==> config.mk <==
export PLATFORM = sky130hd
export DESIGN_NAME = dbep_ctrl
export DESIGN_NICKNAME = d
export VERILOG_FILES = /design/src/rtl/dbep_pkg.sv /design/src/rtl/dbep_ctrl.sv
export SDC_FILE = /design/constraint.sdc
export NUM_CORES = 1
export LEC_CHECK = 0
export ABC_AREA = 1
export BUFFER_PORTS_ARGS = -buffer_cell sky130_fd_sc_hd__buf_2
export CAP_MARGIN = 25
export CORE_AREA = 2 2 39 41
export DETAILED_ROUTE_END_ITERATION = 12
export DIE_AREA = 0 0 41 43
export GPL_TIMING_DRIVEN = 0
export PLACE_DENSITY = 0.71
export SLEW_MARGIN = 0
export SYNTH_ARGS = -nofsm -noshare
export SYNTH_HDL_FRONTEND = slang
export SYNTH_SLANG_ARGS = --single-unit
==> constraint.sdc <==
create_clock -name clk -period 3 [get_ports clk]
set_input_delay 0.15 -clock clk [delete_from_list [all_inputs] [get_ports clk]]
set_output_delay 0.15 -clock clk [all_outputs]
set_load 0.005 [all_outputs]
==> src/rtl/dbep_pkg.sv <==
`default_nettype none

package dbep_pkg;

	localparam int VTX_W = 12;
	localparam int DEG_W = 32;
	localparam int NP_W  = 5;
	localparam int BKT_W = 4;
	localparam int LOAD_W = 32;
	localparam int MIR_W = 17;

	localparam int VERTEX_COUNT_DEF = 4096;
	localparam int PARTS_MAX_DEF    = 16;

	localparam logic [LOAD_W-1:0] LOAD_MAX   = '1;
	localparam logic [MIR_W-1:0]  MIRROR_MAX = '1;

	// remainder unit: bits of the dividend retired per cycle
	localparam int MOD_RADIX  = 4;
	localparam int MOD_STEPS  = VTX_W / MOD_RADIX;
	localparam int MOD_CNT_W  = (MOD_STEPS > 1) ? $clog2(MOD_STEPS) : 1;

	typedef enum logic [1:0] {
		ACT_LOAD  = 2'd0,
		ACT_EDGE  = 2'd1,
		ACT_CLEAR = 2'd2
	} action_t;

	typedef struct packed {
		logic [1:0]       action;
		logic [VTX_W-1:0] first_vertex;
		logic [VTX_W-1:0] second_vertex;
		logic [DEG_W-1:0] degree_value;
	} in_item_t;

	typedef struct packed {
		logic [BKT_W-1:0]  bucket;
		logic [LOAD_W-1:0] bucket_load;
		logic [LOAD_W-1:0] max_load;
		logic [MIR_W-1:0]  mirror_marks;
	} out_item_t;

	typedef enum logic [3:0] {
		ST_INIT,
		ST_IDLE,
		ST_DEG_B,
		ST_PICK,
		ST_MOD,
		ST_MARK_A_RD,
		ST_MARK_A_WR,
		ST_MARK_B_RD,
		ST_MARK_B_WR,
		ST_CLEAR,
		ST_FINISH
	} ctrl_state_t;

	typedef struct packed {
		logic accept;
		logic deg_b;
		logic pick;
		logic bucket_latch;
		logic mark_wr;
		logic sel_b;
		logic count_upd;
		logic sweep;
		logic out_load;
	} dp_cmd_t;

	typedef struct packed {
		logic mod_done;
		logic sweep_last;
	} dp_sts_t;

endpackage

`default_nettype wire

==> src/rtl/dbep_ctrl.sv <==
`default_nettype none

module dbep_ctrl
	import dbep_pkg::*;
(
	input  wire logic       clk,
	input  wire logic       arst_n,
	input  wire logic       in_valid,
	input  wire logic [1:0] in_action,
	output logic            in_stall,
	output logic            out_valid,
	input  wire logic       out_stall,
	input  wire dp_sts_t    sts,
	output dp_cmd_t         cmd
);

	ctrl_state_t state_q, state_d;
	logic        out_valid_q;

	always_ff @(posedge clk or negedge arst_n) begin
		if (!arst_n) begin
			state_q <= ST_INIT;
		end else begin
			state_q <= state_d;
		end
	end

	always_comb begin
		state_d  = state_q;
		cmd      = '0;
		in_stall = 1'b1;
		unique case (state_q)
			ST_INIT: begin
				cmd.sweep = 1'b1;
				if (sts.sweep_last) begin
					state_d = ST_IDLE;
				end
			end
			ST_IDLE: begin
				in_stall = 1'b0;
				if (in_valid) begin
					cmd.accept = 1'b1;
					unique case (in_action)
						ACT_EDGE:  state_d = ST_DEG_B;
						ACT_CLEAR: state_d = ST_CLEAR;
						default:   state_d = ST_FINISH;
					endcase
				end
			end
			ST_DEG_B: begin
				cmd.deg_b = 1'b1;
				state_d   = ST_PICK;
			end
			ST_PICK: begin
				cmd.pick = 1'b1;
				state_d  = ST_MOD;
			end
			ST_MOD: begin
				if (sts.mod_done) begin
					cmd.bucket_latch = 1'b1;
					state_d          = ST_MARK_A_RD;
				end
			end
			ST_MARK_A_RD: begin
				state_d = ST_MARK_A_WR;
			end
			ST_MARK_A_WR: begin
				cmd.mark_wr   = 1'b1;
				cmd.count_upd = 1'b1;
				state_d       = ST_MARK_B_RD;
			end
			ST_MARK_B_RD: begin
				cmd.sel_b = 1'b1;
				state_d   = ST_MARK_B_WR;
			end
			ST_MARK_B_WR: begin
				cmd.mark_wr = 1'b1;
				cmd.sel_b   = 1'b1;
				state_d     = ST_FINISH;
			end
			ST_CLEAR: begin
				cmd.sweep = 1'b1;
				if (sts.sweep_last) begin
					state_d = ST_FINISH;
				end
			end
			ST_FINISH: begin
				// hold until the output register frees up
				if (!out_valid_q || !out_stall) begin
					cmd.out_load = 1'b1;
					state_d      = ST_IDLE;
				end
			end
			default: state_d = ST_INIT;
		endcase
	end

	always_ff @(posedge clk or negedge arst_n) begin
		if (!arst_n) begin
			out_valid_q <= 1'b0;
		end else if (cmd.out_load) begin
			out_valid_q <= 1'b1;
		end else if (!out_stall) begin
			out_valid_q <= 1'b0;
		end
	end

	assign out_valid = out_valid_q;

	a_mod_done_in_wait: assert property (@(posedge clk) disable iff (!arst_n)
		sts.mod_done |-> state_q == ST_MOD)
		else $error("remainder finished outside its wait state");

	a_sweep_end_in_clear: assert property (@(posedge clk) disable iff (!arst_n)
		sts.sweep_last |-> (state_q == ST_INIT || state_q == ST_CLEAR))
		else $error("sweep counter at its end outside a clearing pass");

	a_no_result_during_init: assert property (@(posedge clk) disable iff (!arst_n)
		state_q == ST_INIT |-> !out_valid_q)
		else $error("result pending during the reset sweep");

endmodule

`default_nettype wire

After elaboration in Yosys (flattened, before gate mapping)
Index checks and enable logic that the tools add are counted.
{"block": "totals", "word_cells": 50, "latch_bits": 0, "input_bits": 8, "reg_bits": 5, "mem_bits_rw": 0, "out_inout_bits": 11, "mem_count": 0, "romBits": 0}
{"block": "op_classes", "mul": 0, "n_div": 0, "add_sub_neg": 0, "magnitude_cmp": 0, "bitwise_logic": 0, "shifts": 0, "n_mux": 22, "n_eq_ne": 18, "n_reduce_logical": 8}
{"operator": "$pmux 4 s11", "n": 1}
{"operator": "$mux 4", "n": 5}
{"operator": "$eq 4x3->1 const B", "n": 4}
{"operator": "$mux 1", "n": 15}
{"operator": "$eq 4x4->1 const B", "n": 3}
{"operator": "$ne 2x2->1 const B", "n": 5}
{"operator": "$eq 4x2->1 const B", "n": 2}
{"operator": "$pmux 4 s2", "n": 1}
{"operator": "$reduce_or 2->1", "n": 3}
{"operator": "$reduce_and 5->1", "n": 1}
{"operator": "$eq 4x1->1 const B", "n": 1}
{"operator": "$logic_not 4->1", "n": 1}
{"operator": "$eq 2x1->1 const B", "n": 1}
{"operator": "$eq 2x2->1 const B", "n": 1}
{"operator": "$logic_not 1->1", "n": 2}
{"operator": "$ne 2x1->1 const B", "n": 1}
{"operator": "$logic_or 1x1->1", "n": 1}

Logic depth before layout (Yosys ltp)
Gate-level depths: netlist of the first run.
{"block": "depth", "depth_word": 5, "ltp_mapped": 7}

Worst setup path after synthesis of the first run
Ideal clock, no wire load.
{"block": "synth_timing", "path_type": "reg2reg", "from": "register state_q[0]", "to": "register state_q[0]", "path_slack_ns": 1.889, "setup_ns": 0.121, "path_stages_with_launch": 7, "arrival_time_ns": 0.989, "t_required_ns": 2.879, "period_less_slack_ns": 1.111, "cell_sequence": "dfrtp_1 -> nor2_1 -> nand3_1 -> nand2_1 -> inv_2 -> nand3_1 -> nand2_1"}
{"block": "synth_via", "elab_chain_len": 3, "elab_cells_between_ends": 18, "classes_between": "eq/ne: 15; mux: 1; reduce/logical: 2"}
{"element": "start: declaration", "line": "dbep_ctrl.sv:17", "rtl": "ctrl_state_t state_q, state_d;"}
{"element": "start signal: assignment", "line": "dbep_ctrl.sv:24", "rtl": "state_q <= state_d;"}
{"element": "$eq 4x4->1 (tied with other cells)", "line": "dbep_ctrl.sv:32", "rtl": "unique case (state_q)"}
{"element": "$ne 2x2->1 (no source line)"}
{"element": "$reduce_and 5->1 (no source line)"}
Parallel ways exist; a longest one is shown, timed or not.
A chain may end at the register's enable or synchronous reset.

==> results of run 1 <==
[state kept, by name, indices dropped and copies added, names as in the netlist]
register,flops
state_q,4
out_valid,1
[metal layers]
metal / wire, um / global-route usage [%] / share of wire (%) / up-vias
met5: 0 / 0 / 0 / -
met4: 0 / 6.00 / 0 / 0
met3: 74 / 3.14 / 6.6 / 0
met2: 533 / 21.9 / 47 / 19
met1: 518 / 20.8 / 46 / 227
li1: - / - / - / 294
[critical path, cell delays in order (launching register included)]
cell	delay, ns
dfrtp_1	0.44
nor2_1	0.28
nand2_1	0.12
o21ai_0	0.08
buf_2	0.13
[through the flow]
stage / cells / hold slack, ns
final: 119 / 0.140
after global routing: 119 / 0.172
after CTS: 119 / 0.135
after detailed placement: 114 / -0.0297
after global placement: 114 / -0.0326
after floorplan: 80 / -0.146
[cells in the final DEF, fill, tap and decap left out, types with 2 or more instances in the layout]
cell	instances
inv_1	10
buf_2	18
o21ai_0	2
o21bai_1	2
nand2_1	25
nand3_1	10
clkbuf_4	3
nor2_1	14
nor2_2	4
inv_2	4
dfrtp_1	5
[synth_stat cells]
| library cell | n |
|---|---|
| nand2_1 | 25 |
| nor2_1 | 14 |
| inv_1 | 10 |
| nand3_1 | 10 |
| dfrtp_1 | 5 |
| inv_2 | 4 |
| nor2_2 | 4 |
| o21ai_0 | 2 |
| o21bai_1 | 2 |
| a21oi_1 | 1 |
| nand3_2 | 1 |
| nor4_1 | 1 |
| o21ai_1 | 1 |
[cells by family after synthesis]
family / after synthesis
flops: 5
compound gates: 6
simple gates: 55
buf+inv: 14
[power breakdown]
part           switching, W  internal, W
registers         0.0000369    0.0000972
logic              0.000219     0.000130
clock network     0.0000252    0.0000501
[worst max-delay path by stage]
stage               slack [ns]       start  cells after the start    endpoint
finish                    1.56  state_q[0]                      4      cmd[4]
global route              1.41  state_q[2]                      6      cmd[8]
CTS                       1.56  state_q[2]                      6      cmd[8]
detailed placement        1.72  state_q[0]                      6  state_q[0]
global placement          1.76  state_q[0]                      6  state_q[3]
floorplan                 1.89  state_q[0]                      6  state_q[0]
[area by class of cell]
class,count,area (um^2),share of cell area (%)
clock buffer,4,26.3,4.40
inverter,14,52.6,8.81
multi-input combinational,61,273,45.7
sequential,5,125,21.0
tap,16,20.0,3.35
timing repair buffer,19,100,16.8
==> metrics, run 1 <==
utilization after layout=a little over two fifths; drt wl/cell=9.46 um; # IOs=19; Power per Cell Area=~940 nW/um^2; worst min-delay path category=in2reg; Die ar.=1760 um^2; Site Rows=14; Min Clock Period, post-route=around 1.4 ns; Syn Inst Count=80; post-CTS setup buffers=0; Placeable Area=between 1000 and 1500 um^2; sequential cell area fraction in the yosys report=between 20% and 30%; first-pass GRT wire length=between 1.5 and 2 mm; hold worst-path end=out_valid; LEAKAGE=0.397 nW; Setup TNS=0 ns; syn_nets=88; worst vdd ir=around 0.38 mV; post-CTS sizing=0; RR Endpoint=state_q[0]; drt total wl=approximately 1.1 mm; initial antenna violation count=0; share of post-route cells with drive strength above 1=roughly 29%; Synth area leader=dfrtp_1; Placed Area=561 um^2; DRC errors left=0; Synthesis Warnings=0; CP Data Required Time=about 2.9 ns; Synth Area in Compound Gates=under 10%; post-place setup slack=1.72 ns; nets=between 100 and 150; Mapped Avg Cell Area=approximately 5.6 um^2; RSZ-0062 raised after global routing=false; Worst-Margin Slew=0.290 ns; vias in the first global route=454; largest family of logic cells by synthesized area=simple AND/OR/NAND/NOR gates; crit-path max FO=6; worst reg2reg setup slack=~1.7 ns; H-tree levels=1; Worst Reg-to-Reg Cells=6; FF+latch count, synth=5; Synth top area share=27.8%; post-synthesis adder-cell area fraction=0%; synth top area cells=dfrtp_1, nand2_1, nor2_1, nand3_1, inv_1; TritonCTS clock tree=yes; die height=roughly 43 um; Reg clk slew, reported paths=0.04 ns; GPL Wtd Cong=about 0.85; n_diodes=0; initial cell density of the core=approximately a third; remaining antenna violation count=0; GRT overflow=0; max-capacitance violation count=0; min-delay src=out_stall; 1st-iter DRT viols=13; Synth Area in XOR/XNOR=0%; final hold violation count=0; max-slew violations=0; Total Power=between 0.0005 and 0.0006 W; number of distinct library cells after synthesis=13; post-route clock period utilization=roughly half; status=complete, no violations; achievable frequency=0.694 GHz; largest net degree at the start of global routing=7; worst r2r src=state_q[0]; port bufs=18; Vias per Instance=approximately 4.5; slew margin rel.=80.5%; worst skew pair latency=around 0.24 ns; WS Path Type=reg2out; design area=between 500 and 600 um^2; setup violators final=0; die width=~41 um; Mapped Area=approximately 450 um^2; CTS root buf=clkbuf_4; post-synthesis mux area share=0%; critical path startpoint category=flop; synthesis-to-layout area growth=32.5%; post-synthesis simple-gate area fraction=around 53%; drt first pass iters=4; Critical Path Sink Type=output pin; DR vias=540; Clock Sinks=5; critical path arrival=1.29 ns; Tot GR Track Use=~15%; Hold Buf Count CTS=1; hpwl dp=around 950 um; Max Clock Skew=roughly 0.000085 ns; CTS Buf Count=3; Max clock buf depth=2; Hold Crit Depth=3; Setup WS post-layout=about 1.6 ns; fillcell total=164
(Power assumes the default switching activity.)
==> run 2: changes to the inputs <==
--- a/config.mk
+++ b/config.mk
@@ -5,14 +5,14 @@
 export SDC_FILE = /design/constraint.sdc
 export NUM_CORES = 1
 export LEC_CHECK = 0
-export ABC_AREA = 1
+export ABC_AREA = 0
 export BUFFER_PORTS_ARGS = -buffer_cell sky130_fd_sc_hd__buf_2
 export CAP_MARGIN = 25
 export CORE_AREA = 2 2 39 41
 export DETAILED_ROUTE_END_ITERATION = 12
 export DIE_AREA = 0 0 41 43
 export GPL_TIMING_DRIVEN = 0
-export PLACE_DENSITY = 0.71
+export PLACE_DENSITY = 0.72
 export SLEW_MARGIN = 0
 export SYNTH_ARGS = -nofsm -noshare
 export SYNTH_HDL_FRONTEND = slang
==> constraint.sdc (replaced) <==
create_clock -name clk -period 1.35 [get_ports clk]
set_input_delay 0.0675 -clock clk [delete_from_list [all_inputs] [get_ports clk]]
set_output_delay 0.0675 -clock clk [all_outputs]
set_load 0.005 [all_outputs]
==> metrics, run 2 <==
Synth top area share=26.9% (was 27.8%); failing checks=negative setup slack; Tot GR Track Use=14.6% (was 15.0%); synth top area cells=dfrtp_1, nor2_1, nor3b_1, or3_4, o211ai_4 (was dfrtp_1, nand2_1, nor2_1, nand3_1, inv_1); max-slew violations=0 (unchanged); Synthesis Warnings=0 (unchanged); power share of the sequential group=16.0% (was 24.0%); clock network fraction of total power=9.9% (was 13.5%); DRC errors left=0 (unchanged); # IOs=19 (unchanged); Mapped Area=465 um^2 (was 450 um^2); critical path startpoint category=flop (unchanged); slew margin rel.=83.0% (was 80.5%); n_diodes=0 (unchanged); min-delay src=out_stall (unchanged); status=finished, violations left (was complete, no violations); setup violators final=9 (was 0); Min Clock Period, post-route=roughly 1.6 ns; largest net degree at the start of global routing=11 (was 7); top-count cell post-synth=nor2_1 (was nand2_1); remaining antenna violation count=0 (unchanged); Hold Crit Depth=3 (unchanged); CTS Buf Count=3 (unchanged); hold worst-path end=out_valid (unchanged); number of distinct library cells after synthesis=26 (was 13); critical path arrival=1.70 ns (was 1.29 ns); FF+latch count, synth=5 (unchanged); final hold violation count=0 (unchanged); worst vdd ir=1.10 mV (was 0.384 mV); RR Endpoint=state_q[3] (was state_q[0]); worst min-delay path category=in2reg (unchanged); initial antenna violation count=0 (unchanged); Placed Cells=92 (was 114); nets=95 (was 112); Worst Reg-to-Reg Cells=4 (was 6); drt wl/cell=11.1 um (was 9.46 um); Sw Pwr=0.000700 W (was 0.000282 W); fillcell total=138 (was 164); syn_nets=66 (was 88); initial cell density of the core=33.6% (was 32.5%); Site Rows=14 (unchanged); H-tree levels=1 (unchanged); 1st-iter DRT viols=7 (was 13); post-route clock period utilization=116%; drt total wl=1.14 mm (was 1.13 mm); utilization after layout=51.9% (was 43.1%); Die ar.=1760 um^2 (unchanged); Worst-Margin Slew=0.252 ns (was 0.290 ns); vias in the first global route=405 (was 454); achievable frequency=roughly 0.64 GHz; Setup WS post-layout=-0.222 ns (was 1.56 ns); Synth area leader=dfrtp_1 (unchanged); Vias per Instance=4.91 (was 4.54); DR vias=501 (was 540); Synth top cells by count=nor2_1, dfrtp_1 (was nand2_1, nor2_1, inv_1, nand3_1, dfrtp_1); worst r2r src=state_q[0] (unchanged); TritonCTS clock tree=yes (unchanged); commonest cells after routing, fill and taps aside=buf_2, nor2_1, buf_6 (was nand2_1, buf_2, nor2_1, inv_1, nand3_1); Reg clk slew, reported paths=0.05 ns (was 0.04 ns); Placeable Area=1380 um^2 (unchanged); most common cell after layout, fill and taps aside=buf_2 (was nand2_1); P_int=0.00106 W (was 0.000277 W); synthesis-to-layout area growth=54.3% (was 32.5%); Max clock buf depth=2 (unchanged); max-capacitance violation count=0 (unchanged); hpwl dp=796 um (was 946 um); largest reg by FF count=state_q (unchanged); die width=41 um (unchanged); Max Clock Skew=0.00463 ns (was 0.0000851 ns); GRT overflow=0 (unchanged); LEAKAGE=0.364 nW (was 0.397 nW); crit-path max FO=4 (was 6); Finished Layout Cells=102 (was 119); worst skew pair latency=0.24 ns (about the same); WS Path Type=reg2reg (was reg2out); worst reg2reg setup slack=-0.22 ns (was 1.71 ns); sequential cell area fraction in the yosys report=26.9% (was 27.8%); number of flip-flops under the largest register name=4 (unchanged); ys async rst share=100% (unchanged); Logic pwr share=74.1% (was 62.5%); RSZ-0062 raised after global routing=true (was false); first-pass GRT wire length=1.74 mm (was 1.77 mm); Post-synth EDFFs=0 (unchanged); Critical Path Sink Type=flop (was output pin); Primary FF master, synth=dfrtp_1 (unchanged); GPL Wtd Cong=0.793 (was 0.853); Syn Inst Count=58 (was 80); port bufs=18 (unchanged); Clock Sinks=5 (unchanged); CP Data Required Time=1.48 ns (was 2.85 ns); die height=43 um (unchanged); CTS root buf=clkbuf_4 (unchanged); share of post-route cells with drive strength above 1=55.8% (was 29.1%); Power per Cell Area=2450 nW/um^2 (was 937 nW/um^2); drt first pass iters=4 (unchanged); Mapped Avg Cell Area=8.02 um^2 (was 5.63 um^2); Sw Ratio=39.8% (was 50.4%)
## run 2: worst max path at each step
stage,from,end
4_1_cts,state_q[0],state_q[3]
5_1_grt,state_q[0],state_q[3]
6_report,state_q[0],state_q[3]
3_5_place_dp,state_q[0],state_q[3]
2_1_floorplan,state_q[0],state_q[3]
3_3_place_gp,state_q[0],state_q[3]
## run 2: timing repair
action,4_1_cts,5_1_grt
pin swaps,2,1
setup endpoints to repair,8,12
resized for setup,3,19
endpoints found under the hold margin,5,0
buffers inserted,4,2
cloned,0,0
hold buffers,1,0
## run 2: stage by stage
step	power, W	setup slack (ns)	TNS [ns]	cell area, um^2	hold WS [ns]
6_report	0.00176	-0.222	-1.10	718	0.0682
5_1_grt	0.00191	-0.265	-1.63	718	0.0939
4_1_cts	0.00155	-0.263	-1.23	649	0.0586
3_5_place_dp	0.00122	-0.287	-0.423	576	-0.110
3_3_place_gp	0.00119	-0.273	-0.389	576	-0.111
2_1_floorplan	0.000988	-0.236	-0.303	465	-0.228
## run 2: logic make-up after synthesis
family	after synthesis	share of synthesized area (%)
buffers and inverters	8	9.41
flip-flops	5	26.9
XOR/XNOR	2	3.76
AO/OA/AOI/OAI	10	15.3
AND/OR/NAND/NOR	30	36.8
multiplexers	3	7.79
## run 2: power groups by stage
stage,registers [W],clock network (W),logic (W)
finish,0.000281,0.000174,0.00130
global route,0.000292,0.000188,0.00144
CTS,0.000257,0.000185,0.00110
detailed placement,0.000259,0,0.000962
global placement,0.000255,0,0.000939
floorplan,0.000253,0,0.000735
## run 2: metal layers
metal  track usage (%)  part of all wire (%)  up-vias
li1                  -                     -      254
met1              21.3                    46      226
met2              19.1                    46       19
met3              1.57                   7.1        2
met4              10.0                   1.2        0
met5                 0                     0        -
## run 2: final cells by class
type / instances / area (um^2) / share of cell area, %
Buffer: 3 / 27.5 / 3.83
Multi-Input combinational cell: 45 / 340 / 47.4
Tap cell: 16 / 20.0 / 2.79
Clock buffer: 4 / 26.3 / 3.66
Sequential cell: 5 / 126 / 17.6
Inverter: 4 / 15.0 / 2.09
Timing Repair Buffer: 25 / 163 / 22.6
## run 2: critical path, stage by stage, from the launching register on
cell and delay, ns:
dfrtp_2 0.43, xor2_1 0.17, or3_4 0.36, o211ai_4 0.18
mux2_4 0.31
==> run 3: changes to the inputs <==
--- a/config.mk
+++ b/config.mk
@@ -13,6 +13,7 @@
 export DIE_AREA = 0 0 41 43
 export GPL_TIMING_DRIVEN = 0
 export PLACE_DENSITY = 0.72
+export REMOVE_ABC_BUFFERS = 1
 export SLEW_MARGIN = 0
 export SYNTH_ARGS = -nofsm -noshare
 export SYNTH_HDL_FRONTEND = slang
==> metrics, run 3 (synthesis results as in run 2) <==
drt wl/cell=11.1 um (about the same); CP Data Required Time=1.48 ns (about the same); GRT overflow=0 (unchanged); TritonCTS clock tree=yes (unchanged); nets=101 (was 95); RSZ-0062 raised after global routing=true (unchanged); LEAKAGE=0.379 nW (was 0.364 nW); DRC errors left=0 (unchanged); setup violators final=9 (unchanged); initial antenna violation count=0 (unchanged); H-tree levels=1 (unchanged); Worst-Margin Slew=0.258 ns (was 0.252 ns); critical path arrival=1.71 ns (was 1.70 ns); Vias per Instance=4.81 (was 4.91); # IOs=19 (unchanged); status=finished, violations left (unchanged); Total Power=0.00176 W (about the same); port bufs=18 (unchanged); achievable frequency=0.633 GHz (was 0.636 GHz); CTS Buf Count=3 (unchanged); crit-path max FO=4 (unchanged); initial cell density of the core=33.6% (unchanged); CTS root buf=clkbuf_4 (unchanged); share of post-route cells with drive strength above 1=59.8% (was 55.8%); remaining antenna violation count=0 (unchanged); die width=41 um (unchanged); n_diodes=0 (unchanged); Finished Layout Cells=108 (was 102); Tot GR Track Use=15.6% (was 14.6%); max-slew violations=0 (unchanged); Placed Cells=88 (was 92); critical path startpoint category=flop (unchanged); Min Clock Period, post-route=1.58 ns (was 1.57 ns); most common cell after layout, fill and taps aside=buf_2 (unchanged); drt total wl=1.20 mm (was 1.14 mm); Site Rows=14 (unchanged); GPL Wtd Cong=0.812 (was 0.793); die height=43 um (unchanged); WS Path Type=reg2reg (unchanged); drt first pass iters=4 (unchanged); commonest cells after routing, fill and taps aside=buf_2, buf_4, nor2_1 (was buf_2, nor2_1, buf_6); post-route clock period utilization=117% (was 116%); largest reg by FF count=state_q (unchanged); vias in the first global route=471 (was 405); worst skew pair latency=0.24 ns (about the same); 1st-iter DRT viols=8 (was 7); first-pass GRT wire length=1.90 mm (was 1.74 mm); hpwl dp=721 um (was 796 um); failing checks=negative setup slack (unchanged); Max clock buf depth=2 (unchanged); Clock Sinks=5 (unchanged); slew margin rel.=82.7% (was 83.0%); synthesis-to-layout area growth=59.1% (was 54.3%); worst vdd ir=0.900 mV (was 1.10 mV); Setup WS post-layout=-0.230 ns (was -0.222 ns); worst min-delay path category=in2reg (unchanged); number of flip-flops under the largest register name=4 (unchanged); largest net degree at the start of global routing=11 (unchanged); Reg clk slew, reported paths=0.05 ns (about the same); DR vias=520 (was 501); final hold violation count=0 (unchanged); Die ar.=1760 um^2 (unchanged); Max Clock Skew=0.00400 ns (was 0.00463 ns); Placeable Area=1380 um^2 (unchanged); fillcell total=129 (was 138); max-capacitance violation count=0 (unchanged); Power per Cell Area=2370 nW/um^2 (was 2450 nW/um^2); Critical Path Sink Type=flop (unchanged)
run 3: cell count changes in the layout (fill, tap and decap cells not counted), moves of 2 or more:
| cell | delta |
|---|---|
| nor3b_2 | -2 |
| buf_4 | +11 |
| nor2_2 | +2 |
| nor2_1 | -2 |
| dfrtp_2 | +3 |
| buf_6 | -5 |
| dfrtp_1 | -3 |
run 3: worst paths after layout:
path / startpoint / end / slack, ns / cells past startpoint
max in group asynchronous: arst_n / state_q[1] / 1.03 / 2
hold / removal: out_stall / out_valid / 0.08 / 3
min in group asynchronous: arst_n / state_q[2] / 0.17 / 2
setup reg to reg: state_q[0] / state_q[3] / -0.23 / 4
hold reg to reg: out_valid / out_valid / 0.52 / 2
setup / recovery: state_q[0] / state_q[3] / -0.23 / 4
run 3: what timing repair did:
| item | CTS | global route |
|---|---|---|
| hold buffers | 1 | 0 |
| setup endpoints to repair | 9 | 9 |
| buffers inserted | 13 | 2 |
| pin swaps | 1 | 4 |
| gates resized for setup | 8 | 8 |
| hold endpoints to repair | 5 | 0 |
run 3: layer usage:
layer,up-vias,global-route usage [%],wire [um]
li1,265,-,-
met1,238,19.2,508
met2,15,24.4,618
met3,2,1.57,53
met4,0,10.0,18
met5,-,0,0
run 3: layout make-up:
class,count,area [um^2],area share (%)
timing repair buffer,34,216,29.2
tap,16,20.0,2.70
sequential,5,130,17.6
clock buffer,4,26.3,3.55
inverter,4,15.0,2.03
multi-input combinational,45,333,44.9
run 3: where the power goes:
group,leakage (nW),internal [W],total [W],switching [W]
logic,0.305,0.000704,0.00123,0.000528
clock network,0.0150,0.000112,0.000177,0.0000653
registers,0.0587,0.000230,0.000348,0.000119
run 3: worst max-delay path, cell delays in order (launching register included):
cell,delay [ns]
dfrtp_2,0.43
xor2_1,0.17
or3_4,0.36
o211ai_4,0.20
mux2_4,0.31
run 3: through the flow:
step | instance area (um^2) | utilization [%] | setup TNS, ns | hold WS [ns] | worst slack (ns)
CTS | 701 | 50.6 | -0.739 | 0.0668 | -0.202
finish | 741 | 53.5 | -0.827 | 0.0769 | -0.230
floorplan | 437 | - | -0.322 | -0.228 | -0.245
global route | 741 | 53.5 | -1.36 | 0.0761 | -0.263
detailed placement | 547 | 39.5 | -0.510 | -0.113 | -0.322
global placement | 547 | 39.5 | -0.511 | -0.117 | -0.322
